`src/rtl/mcptg_pkg.sv`:
```
`timescale 1ns / 1ps
// ----------------------------------------------------------------------------
// mcptg_pkg
// shared types and constants of the multi-channel pulse train generator
// ----------------------------------------------------------------------------
package mcptg_pkg;

  // default configuration
  localparam int NumChannels = 4;
  localparam int CountWidth  = 16;

  // item kind codes
  localparam logic [1:0] KindTick  = 2'd0;
  localparam logic [1:0] KindStart = 2'd1;
  localparam logic [1:0] KindStop  = 2'd2;

  // input item
  typedef struct packed {
    logic [1:0]  kind;
    logic [1:0]  channel;
    logic [14:0] on_ticks;
    logic [14:0] off_ticks;
    logic [15:0] pulse_total;
    logic [15:0] delay_ticks;
  } in_item_t;

  // result item
  typedef struct packed {
    logic [3:0] levels;
    logic [3:0] running;
  } out_item_t;

  // datapath operations
  typedef enum logic [1:0] {
    OpIdle,
    OpStart,
    OpStop,
    OpTick
  } dp_op_e;

  // controller to datapath command
  typedef struct packed {
    logic   capture;
    dp_op_e op;
    logic   load_out;
  } dp_cmd_t;

endpackage

```
`src/rtl/mcptg_datapath.sv`:
```
`timescale 1ns / 1ps
// ----------------------------------------------------------------------------
// mcptg_datapath
// per-channel counters, level and running flags, item and result registers
// ----------------------------------------------------------------------------
module mcptg_datapath #(
  parameter int NUM_CHANNELS = mcptg_pkg::NumChannels,
  parameter int COUNT_WIDTH  = mcptg_pkg::CountWidth,
  parameter int IDX_W        = (NUM_CHANNELS > 1) ? $clog2(NUM_CHANNELS) : 1
) (
  input  logic                 clk_i,
  input  logic                 rst_ni,
  input  mcptg_pkg::dp_cmd_t   cmd_i,
  input  logic [IDX_W-1:0]     chan_idx_i,
  input  mcptg_pkg::in_item_t  in_data_i,
  output mcptg_pkg::out_item_t out_data_o
);

  localparam int         PadW   = (NUM_CHANNELS > 4) ? NUM_CHANNELS : 4;
  localparam logic [32:0] CntMax = (33'd1 << COUNT_WIDTH) - 33'd1;

  mcptg_pkg::in_item_t  item_q;
  mcptg_pkg::out_item_t out_q;

  logic [NUM_CHANNELS-1:0] level_q;
  logic [NUM_CHANNELS-1:0] active_q;
  logic [COUNT_WIDTH-1:0]  delay_q  [NUM_CHANNELS];
  logic [COUNT_WIDTH-1:0]  phase_q  [NUM_CHANNELS];
  logic [COUNT_WIDTH-1:0]  period_q [NUM_CHANNELS];
  logic [COUNT_WIDTH-1:0]  pulses_q [NUM_CHANNELS];
  logic [14:0]             high_q   [NUM_CHANNELS];
  logic [14:0]             low_q    [NUM_CHANNELS];

  // start load values
  logic [IDX_W-1:0]       st_idx;
  logic                   st_ok;
  logic [15:0]            st_sum;
  logic [16:0]            st_total_inc;
  logic [COUNT_WIDTH-1:0] st_count;
  logic [COUNT_WIDTH-1:0] st_delay;

  always_comb begin
    st_idx       = IDX_W'(item_q.channel);
    st_ok        = 32'(item_q.channel) < 32'(NUM_CHANNELS);
    st_sum       = {1'b0, item_q.on_ticks} + {1'b0, item_q.off_ticks};
    st_total_inc = {1'b0, item_q.pulse_total} + 17'd1;
    st_delay     = COUNT_WIDTH'(item_q.delay_ticks);
    if (item_q.pulse_total == '0) begin
      st_count = COUNT_WIDTH'(1);
    end else if (33'(st_total_inc) > CntMax) begin
      st_count = COUNT_WIDTH'(CntMax);
    end else begin
      st_count = COUNT_WIDTH'(st_total_inc);
    end
  end

  // one tick of the visited channel
  logic [COUNT_WIDTH-1:0] t_delay;
  logic [COUNT_WIDTH-1:0] t_phase;
  logic [COUNT_WIDTH-1:0] t_period;
  logic [COUNT_WIDTH-1:0] t_pulses;
  logic                   t_level;
  logic                   t_active;
  logic [15:0]            t_sum;

  always_comb begin
    t_delay  = delay_q[chan_idx_i];
    t_phase  = phase_q[chan_idx_i];
    t_period = period_q[chan_idx_i];
    t_pulses = pulses_q[chan_idx_i];
    t_level  = level_q[chan_idx_i];
    t_active = active_q[chan_idx_i];
    t_sum    = {1'b0, high_q[chan_idx_i]} + {1'b0, low_q[chan_idx_i]};
    if (t_active) begin
      if (t_delay != '0 && high_q[chan_idx_i] != '0) begin
        // start delay counts down, pulse begins at zero
        t_delay = t_delay - COUNT_WIDTH'(1);
        if (t_delay == '0) begin
          t_level = 1'b1;
        end
      end else if (t_phase != '0) begin
        t_period = t_period - COUNT_WIDTH'(1);
        t_phase  = t_phase - COUNT_WIDTH'(1);
        if (t_phase == '0) begin
          if (t_period != '0) begin
            // high phase over, low phase begins
            t_phase = COUNT_WIDTH'(low_q[chan_idx_i]);
            t_level = 1'b0;
          end else begin
            // period over, count the pulse
            t_pulses = t_pulses - COUNT_WIDTH'(1);
            if (t_pulses > COUNT_WIDTH'(1)) begin
              t_period = COUNT_WIDTH'(t_sum);
              t_phase  = COUNT_WIDTH'(high_q[chan_idx_i]);
              t_level  = 1'b1;
            end else if (t_pulses == COUNT_WIDTH'(1)) begin
              t_level  = 1'b0;
              t_active = 1'b0;
            end else begin
              // endless train keeps the count at one
              t_period = COUNT_WIDTH'(t_sum);
              t_phase  = COUNT_WIDTH'(high_q[chan_idx_i]);
              t_level  = 1'b1;
              t_pulses = COUNT_WIDTH'(1);
            end
          end
        end
      end
    end
  end

  // flags
  always_ff @(posedge clk_i or negedge rst_ni) begin
    if (!rst_ni) begin
      level_q  <= '0;
      active_q <= '0;
    end else begin
      case (cmd_i.op)
        mcptg_pkg::OpStart: begin
          if (st_ok) begin
            active_q[st_idx] <= 1'b1;
            level_q[st_idx]  <= (st_delay == '0) && (item_q.on_ticks != '0);
          end
        end
        mcptg_pkg::OpStop: begin
          if (st_ok) begin
            active_q[st_idx] <= 1'b0;
            level_q[st_idx]  <= 1'b0;
          end
        end
        mcptg_pkg::OpTick: begin
          active_q[chan_idx_i] <= t_active;
          level_q[chan_idx_i]  <= t_level;
        end
        default: ;
      endcase
    end
  end

  // counters and item register
  always_ff @(posedge clk_i) begin
    if (cmd_i.capture) begin
      item_q <= in_data_i;
    end
    case (cmd_i.op)
      mcptg_pkg::OpStart: begin
        if (st_ok) begin
          high_q[st_idx]   <= item_q.on_ticks;
          low_q[st_idx]    <= item_q.off_ticks;
          delay_q[st_idx]  <= st_delay;
          phase_q[st_idx]  <= COUNT_WIDTH'(item_q.on_ticks);
          period_q[st_idx] <= COUNT_WIDTH'(st_sum);
          pulses_q[st_idx] <= st_count;
        end
      end
      mcptg_pkg::OpTick: begin
        delay_q[chan_idx_i]  <= t_delay;
        phase_q[chan_idx_i]  <= t_phase;
        period_q[chan_idx_i] <= t_period;
        pulses_q[chan_idx_i] <= t_pulses;
      end
      default: ;
    endcase
  end

  // result register
  logic [PadW-1:0] level_pad;
  logic [PadW-1:0] active_pad;

  assign level_pad  = PadW'(level_q);
  assign active_pad = PadW'(active_q);

  always_ff @(posedge clk_i) begin
    if (cmd_i.load_out) begin
      out_q.levels  <= level_pad[3:0];
      out_q.running <= active_pad[3:0];
    end
  end

  assign out_data_o = out_q;

endmodule

```
`src/rtl/mcptg_controller.sv`:
```
`timescale 1ns / 1ps
// ----------------------------------------------------------------------------
// mcptg_controller
// sequences one item at a time and owns both handshakes
// ----------------------------------------------------------------------------
module mcptg_controller #(
  parameter int NUM_CHANNELS = mcptg_pkg::NumChannels,
  parameter int IDX_W        = (NUM_CHANNELS > 1) ? $clog2(NUM_CHANNELS) : 1
) (
  input  logic               clk_i,
  input  logic               rst_ni,
  input  logic               in_valid_i,
  output logic               in_ready_o,
  input  logic [1:0]         in_kind_i,
  output logic               out_valid_o,
  input  logic               out_ready_i,
  output mcptg_pkg::dp_cmd_t cmd_o,
  output logic [IDX_W-1:0]   chan_idx_o
);

  localparam logic [IDX_W-1:0] LastIdx = IDX_W'(NUM_CHANNELS - 1);

  typedef enum logic [2:0] {
    SIdle,
    SStart,
    SStop,
    STick,
    SDone
  } state_e;

  state_e           state_q;
  logic [IDX_W-1:0] idx_q;
  logic             out_valid_q;
  logic             in_xfer;
  logic             out_free;

  assign in_ready_o = (state_q == SIdle);
  assign in_xfer    = in_valid_i && in_ready_o;
  assign out_free   = !out_valid_q || out_ready_i;

  // commands decoded from state
  always_comb begin
    cmd_o.capture  = in_xfer;
    cmd_o.load_out = (state_q == SDone) && out_free;
    case (state_q)
      SStart:  cmd_o.op = mcptg_pkg::OpStart;
      SStop:   cmd_o.op = mcptg_pkg::OpStop;
      STick:   cmd_o.op = mcptg_pkg::OpTick;
      default: cmd_o.op = mcptg_pkg::OpIdle;
    endcase
  end

  assign chan_idx_o  = idx_q;
  assign out_valid_o = out_valid_q;

  // state, channel counter and result valid
  always_ff @(posedge clk_i or negedge rst_ni) begin
    if (!rst_ni) begin
      state_q     <= SIdle;
      idx_q       <= '0;
      out_valid_q <= 1'b0;
    end else begin
      if (out_valid_q && out_ready_i && !cmd_o.load_out) begin
        out_valid_q <= 1'b0;
      end
      case (state_q)
        SIdle: begin
          if (in_xfer) begin
            idx_q <= '0;
            case (in_kind_i)
              mcptg_pkg::KindTick:  state_q <= STick;
              mcptg_pkg::KindStart: state_q <= SStart;
              mcptg_pkg::KindStop:  state_q <= SStop;
              default:              state_q <= SDone;
            endcase
          end
        end
        SStart, SStop: begin
          state_q <= SDone;
        end
        STick: begin
          if (idx_q == LastIdx) begin
            state_q <= SDone;
          end else begin
            idx_q <= idx_q + IDX_W'(1);
          end
        end
        SDone: begin
          if (out_free) begin
            out_valid_q <= 1'b1;
            state_q     <= SIdle;
          end
        end
        default: begin
          state_q <= SIdle;
        end
      endcase
    end
  end

  // result is loaded only into a free output slot
  assert property (@(posedge clk_i) disable iff (!rst_ni)
    cmd_o.load_out |-> (!out_valid_q || out_ready_i))
    else $error("result loaded over a pending transfer");

  // an accepted item leaves idle at once
  assert property (@(posedge clk_i) disable iff (!rst_ni)
    in_xfer |=> (state_q != SIdle))
    else $error("accepted item not processed");

  // a tick sweep starts at the first channel
  assert property (@(posedge clk_i) disable iff (!rst_ni)
    (in_xfer && in_kind_i == mcptg_pkg::KindTick) |=> (state_q == STick && idx_q == '0))
    else $error("tick sweep does not start at channel zero");

  // sweep never visits a channel beyond the last
  assert property (@(posedge clk_i) disable iff (!rst_ni)
    (state_q == STick) |-> (32'(idx_q) < 32'(NUM_CHANNELS)))
    else $error("channel index out of range");

  // a finished item always raises a result
  assert property (@(posedge clk_i) disable iff (!rst_ni)
    cmd_o.load_out |=> (out_valid_q && state_q == SIdle))
    else $error("result valid not raised");

endmodule

```
`src/rtl/multi_channel_pulse_train_generator_unit.sv`:
```
`timescale 1ns / 1ps
// ----------------------------------------------------------------------------
// multi_channel_pulse_train_generator_unit
// per-channel pulse trains with start delay, on/off phases and pulse count
// ----------------------------------------------------------------------------
// Each item (tick, start or stop) returns one result with the channel levels
// and running mask as they stand after the item. Items are handled one at a
// time: a start or stop goes through its state and then the done state; a
// tick has the controller sweep the channels through one shared tick unit,
// one channel per cycle in the tick state, then the done state. A new item is
// taken while the previous result still waits on the output register.
module multi_channel_pulse_train_generator_unit #(
  parameter int NUM_CHANNELS = mcptg_pkg::NumChannels,
  parameter int COUNT_WIDTH  = mcptg_pkg::CountWidth
) (
  input  logic                 clk_i,
  input  logic                 rst_ni,
  input  logic                 in_valid_i,
  output logic                 in_ready_o,
  input  mcptg_pkg::in_item_t  in_data_i,
  output logic                 out_valid_o,
  input  logic                 out_ready_i,
  output mcptg_pkg::out_item_t out_data_o
);

  localparam int IdxW = (NUM_CHANNELS > 1) ? $clog2(NUM_CHANNELS) : 1;

  mcptg_pkg::dp_cmd_t cmd;
  logic [IdxW-1:0]    chan_idx;

  // sequencer
  mcptg_controller #(
    .NUM_CHANNELS (NUM_CHANNELS),
    .IDX_W        (IdxW)
  ) u_controller (
    .clk_i       (clk_i),
    .rst_ni      (rst_ni),
    .in_valid_i  (in_valid_i),
    .in_ready_o  (in_ready_o),
    .in_kind_i   (in_data_i.kind),
    .out_valid_o (out_valid_o),
    .out_ready_i (out_ready_i),
    .cmd_o       (cmd),
    .chan_idx_o  (chan_idx)
  );

  // channel state and result register
  mcptg_datapath #(
    .NUM_CHANNELS (NUM_CHANNELS),
    .COUNT_WIDTH  (COUNT_WIDTH),
    .IDX_W        (IdxW)
  ) u_datapath (
    .clk_i      (clk_i),
    .rst_ni     (rst_ni),
    .cmd_i      (cmd),
    .chan_idx_i (chan_idx),
    .in_data_i  (in_data_i),
    .out_data_o (out_data_o)
  );

endmodule
```
`config.mk`:
```
export PLATFORM = sky130hd
export DESIGN_NAME = multi_channel_pulse_train_generator_unit
export DESIGN_NICKNAME = d
export VERILOG_FILES = /design/src/rtl/mcptg_pkg.sv /design/src/rtl/mcptg_datapath.sv /design/src/rtl/mcptg_controller.sv /design/src/rtl/multi_channel_pulse_train_generator_unit.sv
export SDC_FILE = /design/constraint.sdc
export NUM_CORES = 1
export LEC_CHECK = 0
export BUFFER_PORTS_ARGS = -buffer_cell sky130_fd_sc_hd__buf_2
export CORE_ASPECT_RATIO = 0.8
export CORE_MARGIN = 2
export CORE_UTILIZATION = 44
export DETAILED_ROUTE_END_ITERATION = 7
export PLACE_DENSITY = 0.69
export RECOVER_POWER = 25
export SLEW_MARGIN = 20
export SYNTH_ARGS = -nofsm -noshare
export SYNTH_HDL_FRONTEND = slang
export SYNTH_SLANG_ARGS = --single-unit
```
`constraint.sdc`:
```
create_clock -name clk_i -period 13.7 [get_ports clk_i]
set_clock_uncertainty 0.1 [all_clocks]
set_input_delay 2.055 -clock clk_i [delete_from_list [all_inputs] [get_ports clk_i]]
set_output_delay 2.055 -clock clk_i [all_outputs]
set_load 0.01 [all_outputs]
```
==> results of run 1 <==
logic make-up (layout without fill, tap and decap cells):
logic type               after synthesis  in the layout  synth area share, %
flip-flops                           462            462                62.44
adder cells (fa/ha/maj)               50             50                2.898
buffers and inverters                107            221                2.253
AND/OR/NAND/NOR                      441            441                10.45
XOR/XNOR                              75             75                2.971
multiplexers                         109            109                10.41
AO/OA/AOI/OAI                        273            273                8.575
synth_stat cells (4+ instances only):
master / instances
sky130_fd_sc_hd__o31ai_2: 8
sky130_fd_sc_hd__a31oi_1: 12
sky130_fd_sc_hd__a21o_1: 9
sky130_fd_sc_hd__ha_1: 48
sky130_fd_sc_hd__nor2_1: 95
sky130_fd_sc_hd__xnor2_1: 45
sky130_fd_sc_hd__mux4_1: 4
sky130_fd_sc_hd__or2_2: 7
sky130_fd_sc_hd__buf_2: 11
sky130_fd_sc_hd__nand2b_1: 11
sky130_fd_sc_hd__and2_1: 6
sky130_fd_sc_hd__a221oi_1: 8
sky130_fd_sc_hd__dfrtp_1: 14
sky130_fd_sc_hd__nor2b_1: 11
sky130_fd_sc_hd__nand4_1: 18
sky130_fd_sc_hd__nor3b_1: 8
sky130_fd_sc_hd__xor2_1: 30
sky130_fd_sc_hd__mux4_2: 91
sky130_fd_sc_hd__inv_1: 40
sky130_fd_sc_hd__edfxtp_1: 448
sky130_fd_sc_hd__a211o_1: 6
sky130_fd_sc_hd__nor3_1: 50
sky130_fd_sc_hd__nand2_1: 102
sky130_fd_sc_hd__o21a_1: 11
sky130_fd_sc_hd__buf_6: 4
sky130_fd_sc_hd__o211ai_1: 8
sky130_fd_sc_hd__o22ai_1: 14
sky130_fd_sc_hd__buf_1: 8
sky130_fd_sc_hd__and3_1: 15
sky130_fd_sc_hd__or4_1: 6
sky130_fd_sc_hd__mux2i_1: 8
sky130_fd_sc_hd__nand3_1: 35
sky130_fd_sc_hd__mux2_2: 5
sky130_fd_sc_hd__a21oi_1: 51
sky130_fd_sc_hd__or3_1: 18
sky130_fd_sc_hd__o21ai_0: 50
sky130_fd_sc_hd__o31a_1: 4
sky130_fd_sc_hd__a211oi_1: 19
sky130_fd_sc_hd__nand3b_1: 7
sky130_fd_sc_hd__nor4_1: 28
sky130_fd_sc_hd__o2111ai_1: 4
sky130_fd_sc_hd__clkbuf_1: 40
sky130_fd_sc_hd__o31ai_1: 22
metrics by stage:
stage	cell area, µm²	worst slack [ps]
floorplan	22110	7989
global placement	23190	7607
detailed placement	23190	7491
CTS	24850	7457
global route	24840	6998
finish	24840	7441
registers in the layout (all words and copies together), names as in the netlist, 2 cells and up, named ones only:
register,count
u_datapath.delay_q,64
u_datapath.period_q,64
u_datapath.phase_q,64
u_datapath.pulses_q,64
u_datapath.high_q,60
u_datapath.low_q,60
u_datapath.item_q,46
u_datapath.st_delay,16
u_datapath.out_data_o,8
u_datapath.active_pad,4
u_controller.state_q,3
u_controller.chan_idx_o,2
u_datapath.st_idx,2
worst paths after layout:
check	cells past startpoint	start	to
min in group asynchronous	1	rst_ni	async pin
max in group asynchronous	1	rst_ni	u_controller.chan_idx_o[1]$_DFFE_PN0P_
setup reg to reg	11	u_controller.chan_idx_o[1]$_DFFE_PN0P_	u_datapath.phase_q[1][13]$_DFFE_PP_
setup / recovery	11	u_controller.chan_idx_o[1]$_DFFE_PN0P_	u_datapath.phase_q[1][13]$_DFFE_PP_
hold / removal	0	u_datapath.active_pad[3]$_DFFE_PN0P_	u_datapath.out_data_o[3]$_DFFE_PP_
hold reg to reg	0	u_datapath.active_pad[3]$_DFFE_PN0P_	u_datapath.out_data_o[3]$_DFFE_PP_
per-layer routing:
metal / routed length (µm) / GRT usage (%)
met1: 23470 / 28.91
met3: 4488 / 5.578
met2: 24170 / 32.05
met4: 933 / 5.075
met5: 0 / 0
power by group through the flow:
stage | clock network [mW] | logic [mW] | registers [mW]
floorplan | 0 | 0.605 | 1.84
global placement | 0 | 0.807 | 1.89
detailed placement | 0 | 0.822 | 1.90
CTS | 1.40 | 0.827 | 1.87
global route | 1.45 | 0.906 | 1.88
finish | 1.37 | 0.832 | 1.87
cell type report:
class | instances | area, µm² | area share [%]
clock buffer | 55 | 1269 | 5.107
clock inverter | 31 | 394.1 | 1.587
inverter | 40 | 150.1 | 0.6044
multi-input combinational | 948 | 7865 | 31.66
sequential | 462 | 13810 | 55.60
tap | 675 | 844.6 | 3.400
timing repair buffer | 95 | 508.0 | 2.045
==> results.md, run 1 <==
Place:
- The routability-driven placement congestion ratio is 0.9291.
- The number of buffers inserted by port buffering is 79.
- The count of placed standard cells including taps is 2220.
- The detailed placement HPWL is 35250 µm.

Floorplanning:
- The die outline width is 254.6 µm.
- The total number of placement rows is 73.
- The initial core utilization is 44.49%.
- The I/O pin count is 80.
- The die is 204.5 µm tall.
- In this run the standard cell core region covers 0.04969 mm².
- The die covers 0.05206 mm².

STA:
- Setup repair after global routing left no endpoint under its margin.
- The worst slew slack as a fraction of its limit is -56.56%.
- Counting I/O delays and the setup requirement, the final critical path takes 6259 ps.
- The tightest hold path in the finished design has a slack of 403.4 ps.
- Of the available clock period, the critical path in the final layout requires 45.69%.
- The final count of hold timing violations is 0.
- The slew at the pin with the worst max-slew slack is 2348 ps.
- Setup violations remaining at the end of the flow were counted as 0.
- The number of slew-limit violations in the final report came to 32.
- After routing, the total negative slack on setup checks comes to 0 ps.
- The maximum frequency from static timing analysis is 0.1598 GHz.

Global route:
- The first global-routing pass estimated 80940 µm of wire.
- The via count of the first global-routing pass was 13620.
- Global routing finished with a remaining overflow of 0.
- Entering global routing, the biggest net connects 80 pins.
- The initial antenna violation count is 0.
- The overall global routing resource usage is 20.61%.

Setup path:
- The family with the most delay on the worst path is simple AND/OR/NAND/NOR gates.
- The critical path launch point type is a flip-flop.
- The endpoint kind of the worst setup timing path is a flip-flop.
- The signal on the critical path passes through buf_4 > buf_4 > mux4_2 > or4_1 > a2111oi_1 > xnor2_1 > nand4_1 > nor4b_4 > nor2b_4 > a221oi_1 > o31ai_1.
- The maximum cell stage delay along the critical path is 740 ps.
- For flop-to-flop paths, the worst setup slack is 7440 ps.
- The type of the setup path with the least slack is flip-flop to flip-flop.
- The worst endpoint required time is 13930 ps.
- The number of buffers and inverters on the critical path is 2.
- The largest individual stage delay along the critical path comes from the cell sky130_fd_sc_hd__or4_1.
- The data arrival time of the critical path is 6480 ps.
- The biggest fanout along the worst timing path is 46.
- The cell that appears most often on the critical path is sky130_fd_sc_hd__buf_4.

Yosys:
- In the synthesized netlist, the number of instances is 1517.
- The number of distinct library cell variants in the gate-level netlist after synthesis is 88.
- After synthesis, the cell types taking the most area are sky130_fd_sc_hd__edfxtp_1 (61%), sky130_fd_sc_hd__mux4_2 (9.3%), sky130_fd_sc_hd__ha_1 (2.7%).
- The post-synthesis net count is 1637.
- The count of flip-flops with a built-in enable after synthesis is 448.
- The share of synthesized registers carrying an async set or reset is 3.030%.
- The share of synthesized area in the top cell type comes to 60.86%.
- The sequential-to-total area share from yosys stat is 62.44%.
- The average instance in the mapped netlist occupies 14.57 µm².
- The commonest register cell after synthesis is sky130_fd_sc_hd__edfxtp_1.
- Counting flops and latches in the post-synthesis netlist gives 462.
- The mapped cell area is 0.02211 mm².
- Yosys printed 0 warnings.
- The top cell type by total area after synthesis is sky130_fd_sc_hd__edfxtp_1.

Outcome:
- The checks that failed: max-capacitance violations, max-slew violations.
- The run finished, with violations left.

Routing:
- The total vias in the final route is 13760.
- In the routed layout, each cell is associated on average with a via count of 5.968.
- The first TritonRoute pass finished after 5 iterations.
- The overall routed net length is 53060 µm.
- The initial DRC count is 1240.
- The detailed-route DRC error count is 0.
- The final routed wire length divided by cell count is 23.01 µm.
- The number of nets still failing antenna checks after routing is 0.

Finish:
- The finished layout holds 2306 standard cells, fillers aside.
- The top cell types in the final layout, fill and taps aside, are sky130_fd_sc_hd__edfxtp_1 (448), sky130_fd_sc_hd__nand2_1 (101), sky130_fd_sc_hd__mux4_2 (91), sky130_fd_sc_hd__nor2_1 (91), sky130_fd_sc_hd__buf_2 (76).
- The layout filler cell count is 4187.
- The total inserted antenna cells is 0.
- The area growth from synthesis to layout is 12.37%.
- In the final design database the tool counted 1713 nets.
- The post-route core utilization is 50.00%.
- The most frequent standard cell in the layout excluding fill and tap cells is sky130_fd_sc_hd__edfxtp_1.
- The fraction of layout cells with a size suffix above 1 is 18.76%.

Power:
- The part of the power in registers is 45.8%.
- The switching part of the total is 28.66%.
- The power share of the clock group is 33.7%.
- For this design the total switching power over the nets is 1.167 mW.
- The internal power of the cells totals 2.904 mW.
- Dividing total power by cell area gives a power density of 163.8 mW/mm².
- The total power after layout is 4.070 mW.
- Per report_power, the combinational group accounts for 20.4% of the total.
- The static leakage is 8.042 nW.
- IR analysis of the VDD net gives a maximum drop of 0.1291 mV.

Clock network:
- The CTS tree is built.
- Buffers added to address setup during post-CTS repair amount to 0.
- The clock slew seen by the registers of the worst setup and hold paths is 60 ps.
- The maximum clock insertion buffer count is 3.
- In this run, post-CTS hold repair placed 0 buffers.
- The number of sinks on the clock net is 462.
- Clock latency on the worst-skew pair, taken at its later pin, is 580 ps.
- The number of gates resized after CTS was 0.
- The CTS root buffer is sky130_fd_sc_hd__clkbuf_16.
- The clock buffer count from CTS is 46.
- The clock tree synthesis step divided the H-tree into 2 levels.

Job:
- The max-cap check violation count is 1.

Worst hold path:
- The worst hold path belongs to the class flip-flop to flip-flop.
Power figures use the tool's default switching activity.
==> inputs of run 2 (changes only) <==
- ABC_AREA: default -> 1
- clock period: 13.7 -> 6.2 ns (I/O delays scaled with it)
==> run 2 against run 1 <==
Net effect: the flow still finishes with violations (max-capacitance violations, max-slew violations); sequential power is 120% higher; maximum frequency grew 34%; synthesized cell count is 58% higher; area after synthesis up 5.0%; via count rose by 27%; sequential share of layout area is 2.0 points lower; combinational power up 110%; final cell count rose by 38%; die area increased by 4.9%; critical endpoint is now u_datapath.period_q[3][15]$_DFFE_PP_.
==> results.md, run 2 <==
Floorplanning:
- The die outline width is 260.8 µm (+2.4%).
- The die boundary height came to 209.4 µm (+2.4%).
- The floorplan die area was 0.05461 mm² (+4.9%).
- The total number of placement rows came to 75 (+2.7%).
- The placeable core region was 0.05227 mm² (+5.2%).
- The I/O pin count was 80 (unchanged).
- The initial core utilization is 44.40% (-0.088 points).

Routing:
- The per-cell via count in the routed design is 5.498 (-7.9%).
- The total vias in the final route is 17490 (+27%).
- The initial DRC count is 1596 (+29%).
- The overall routed net length is 59780 µm (+13%).
- The final routed wire length divided by cell count is 18.79 µm (-18%).
- The number of nets still failing antenna checks after routing is 0 (unchanged).
- The detailed-route DRC error count came to 0 (unchanged).
- The first-pass detailed-route iteration total is 5 (unchanged).

Yosys:
- The sequential-to-total area share from yosys stat came to 59.47% (-3.0 points).
- The number of distinct library cell variants in the gate-level netlist after synthesis is 52 (-41%).
- The post-synthesis compound-gate area fraction is 7.812% (-0.76 points).
- The proportion of netlist area held by the largest area contributor is 57.97% (-2.9 points).
- The fraction of the mapped netlist area in adder cells is 2.760% (-0.14 points).
- The mapped cell area is 0.02321 mm² (+5.0%).
- For this run, the leading register cell type out of synthesis is sky130_fd_sc_hd__edfxtp_1.
- The fraction of synthesized area in multiplexers came to 0% (-10 points).
- The post-synthesis net count was 2510 (+53%).
- By area the synthesized netlist is led by sky130_fd_sc_hd__edfxtp_1 (58%), sky130_fd_sc_hd__nand2_1 (12%), sky130_fd_sc_hd__nand3_1 (5.0%).
- The count of flip-flops with a built-in enable after synthesis was 448 (unchanged).
- The simple-gate portion of the synthesized area is 22.77% (+12 points).
- The share of synthesized registers carrying an async set or reset is 3.030% (unchanged).
- The post-synthesis register bit count came to 462 (unchanged).
- By area, the combinational part of the netlist is dominated by simple AND/OR/NAND/NOR gates.
- The mean instance size in the synthesized netlist is 9.711 µm² (-33%).
- After synthesis, the most frequently instantiated cells are sky130_fd_sc_hd__nand2_1 (713), sky130_fd_sc_hd__edfxtp_1 (448), sky130_fd_sc_hd__nand3_1 (233).
- The most frequently used cell type in the post-synthesis netlist is sky130_fd_sc_hd__nand2_1.
- The synthesized netlist cell count is 2390 (+58%).
- Of all cell types, the one taking the most synthesized area is sky130_fd_sc_hd__edfxtp_1.
- The share of the synthesized netlist area taken by xor and xnor gates came to 1.957% (-1.0 points).
- The yosys synthesis warning count was 0 (unchanged).

STA:
- The summed negative setup slack over all endpoints was 0 ps (unchanged).
- The maximum frequency from static timing analysis is 0.2136 GHz (+34%).
- The final critical delay including setup and external delays is 4681 ps (-1579 ps).
- Setup repair after global routing left no endpoint under its margin.
- The worst slew slack as a fraction of its limit was -26.29% (+30 points).
- The number of slew-limit violations in the final report is 31 (-3.1%).
- The final cycle utilization of the critical path was 75.50% (+30 points).
- The slew at the pin with the worst max-slew slack is 1894 ps (-454.1 ps).
- The setup violation total in the final timing report is 0 (unchanged).
- The setup slack after layout is 1519 ps (-5921 ps).
- The final count of hold timing violations was 0 (unchanged).

Finish:
- In the layout the commonest cells are sky130_fd_sc_hd__nand2_1 (713), sky130_fd_sc_hd__edfxtp_1 (448), sky130_fd_sc_hd__nand3_1 (233).
- The combined flip-flop and latch cell area is 0.01381 mm² (unchanged).
- The library cell used most frequently in the layout, excluding fill and tap cells, is sky130_fd_sc_hd__nand2_1.
- The number of nets in the final layout came to 2571 (+50%).
- Relative to the synthesized area, the layout overhead comes to 11.09%.
- The layout filler cell count came to 4660 (+11%).
- The area taken by multi-input logic gates was 0.008239 mm² (+4.8%).
- The post-route cell area came to 0.02578 mm² (+3.8%).
- The post-route core utilization is 49.33% (-0.67 points).
- The total inserted antenna cells is 0 (unchanged).
- The fraction of layout cells with a size suffix above 1 is 9.727% (-9.0 points).

Power:
- The power share of the clock group is 32.0% (-1.7 points).
- The total internal power is 6.040 mW (+110%).
- The total net switching power is 2.717 mW (+130%).
- The switching part of the total is 31.02% (+2.4 points).
- The areal power density over the cells was 339.7 mW/mm² (+110%).
- The proportion of power drawn by combinational gates is 20.2% (-0.2 points).
- The worst supply voltage drop on vdd came to 0.4647 mV (+260%).
- The part of the power in registers is 47.7% (+1.9 points).
- The static leakage is 10.05 nW (+25%).

Clock network:
- TritonCTS built the clock tree.
- The clock latency of the later-clocked register in the worst-skew pair is 610 ps (+30 ps).
- The CTS H-tree depth is 2 (unchanged).
- The clock slew seen by the registers of the worst setup and hold paths came to 70 ps (about the same).
- The number of sinks on the clock net is 462 (unchanged).
- The clock buffer count from CTS was 46 (unchanged).
- The number of post-CTS setup repair buffers came to 0 (unchanged).
- The CTS root buffer is sky130_fd_sc_hd__clkbuf_16.
- The maximum clock insertion buffer count is 3 (unchanged).
- The number of gates resized after cts came to 0 (unchanged).
- The total of hold buffers inserted after clock tree synthesis is 0 (unchanged).

Setup path:
- The family with the most delay on the worst path is compound AO/OA/AOI/OAI gates.
- The worst-path cell with the longest stage delay is sky130_fd_sc_hd__inv_4.
- The data arrival time of the critical path was 4900 ps (-1580 ps).
- The type of the setup path with the least slack is flip-flop to flip-flop.
- The signal on the critical path passes through inv_4 > buf_4 > o21ai_0 > o22ai_1 > ha_1 > nand2_1 > inv_1 > a21oi_1 > o21ai_0 > a21boi_0 > o21ai_0 > nand2_1 > nand2_1 > a21boi_0 > o211ai_1 > inv_1 > o21ai_1.
- The maximum cell stage delay along the critical path is 720 ps (-20 ps).
- STA classifies the critical path endpoint as a flip-flop.
- The worst endpoint required time is 6420 ps (-7510 ps).
- The worst setup path is launched from a flip-flop.
- The biggest fanout along the worst timing path is 86 (+87%).
- The sum of buffers and inverters on the critical path is 4 (+2).

Global route:
- The global-route wire length before repair is 92810 µm (+15%).
- The overall global routing resource usage is 21.91% (+1.3 points).
- The initial antenna violation count is 1 (+1).
- The leftover overflow at the end of global routing is 0 (unchanged).
- The via count of the first global-routing pass is 16560 (+22%).
- The largest net degree at the start of global routing is 215 (+170%).

Place:
- The setup slack after placement is 1626 ps (-5865 ps).
- The number of buffers inserted by port buffering is 79 (unchanged).
- The standard cell area after detailed placement is 0.02427 mm² (+4.7%).
- The routability-driven placement congestion ratio is 0.9334 (+0.46%).
- The detailed placement HPWL is 39360 µm (+12%).

Outcome:
- The checks that failed: max-capacitance violations, max-slew violations.
- The run finished, with violations left.

Worst hold path:
- The tightest min-delay check is of the input pin to async pin type.

Job:
- The max-cap check violation count is 1 (unchanged).
-- run 2: cell count changes in the layout (fill, tap and decap cells not counted), sizes merged, moves of 15 or more --
cell and delta:
or3 -18, a21oi +67, o31ai -29, nand2 +633, nor3 -32, xnor2 -24
inv +148, nor4 -21, nand3 +203, a211oi -18, nor2 +71, o21ai +95
and3 -15, mux4 -95
-- run 2: cells by family (layout without fill, tap and decap cells) --
group                      Yosys count  in the layout
AOI/OAI and AO/OA                  335            335
xor gates and xnor gates            51             51
adders and majority gates           50             50
buffers and inverters              278            376
DFF                                462            462
and+or+nand+nor                   1214           1214
-- run 2: through the flow --
stage | hold slack (ps) | cells | total power, mW
finish | 308.5 | 3181 | 8.757
global route | 357.7 | 3181 | 9.155
CTS | 112.4 | 3181 | 8.771
detailed placement | 368.8 | 3096 | 5.978
global placement | 381.6 | 3096 | 5.933
floorplan | 347.7 | 2390 | 5.353
-- run 2: worst paths after layout --
check	depth (start not counted)	startpoint	to	slack, ps
setup / recovery	17	u_controller.chan_idx_o[0]$_DFFE_PN0P_	u_datapath.period_q[3][15]$_DFFE_PP_	1520
hold / removal	1	rst_ni	u_datapath.active_pad[2]$_DFFE_PN0P_	310
setup reg to reg	17	u_controller.chan_idx_o[0]$_DFFE_PN0P_	u_datapath.period_q[3][15]$_DFFE_PP_	1520
hold reg to reg	0	u_datapath.active_pad[2]$_DFFE_PN0P_	u_datapath.out_data_o[2]$_DFFE_PP_	400
max in group asynchronous	1	rst_ni	u_controller.chan_idx_o[0]$_DFFE_PN0P_	5070
min in group clk_i	1	in_data_i[35]	u_datapath.item_q[35]$_DFFE_PP_	390
-- run 2: power by group through the flow --
stage | Combinational, mW | Sequential, mW | Clock, mW
finish | 1.77 | 4.18 | 2.81
global route | 1.97 | 4.21 | 2.97
floorplan | 1.19 | 4.16 | 0
global placement | 1.70 | 4.23 | 0
CTS | 1.75 | 4.18 | 2.84
detailed placement | 1.74 | 4.24 | 0
-- run 2: worst register-to-register path: cells and delay by family (launching register included) --
family                     cells  cell delay [ps]
adders and majority gates      1              250
DFF                            1              500
and+or+nand+nor                3              270
AOI/OAI and AO/OA              9             2040
buffers and inverters          4             1260
-- run 2: routing by layer --
metal,share of wire [%],global-route usage (%)
met1,45,32.50
met5,0.022,0
met2,43,32.14
met4,2.7,6.483
met3,9.6,4.879
-- run 2: final cells by class --
cell class / count / area share, %
Multi-Input combinational cell: 1650 / 31.96
Timing Repair Buffer: 104 / 2.480
Clock inverter: 33 / 1.349
Inverter: 187 / 2.732
Sequential cell: 462 / 53.57
Clock buffer: 52 / 4.552
Tap cell: 693 / 3.363
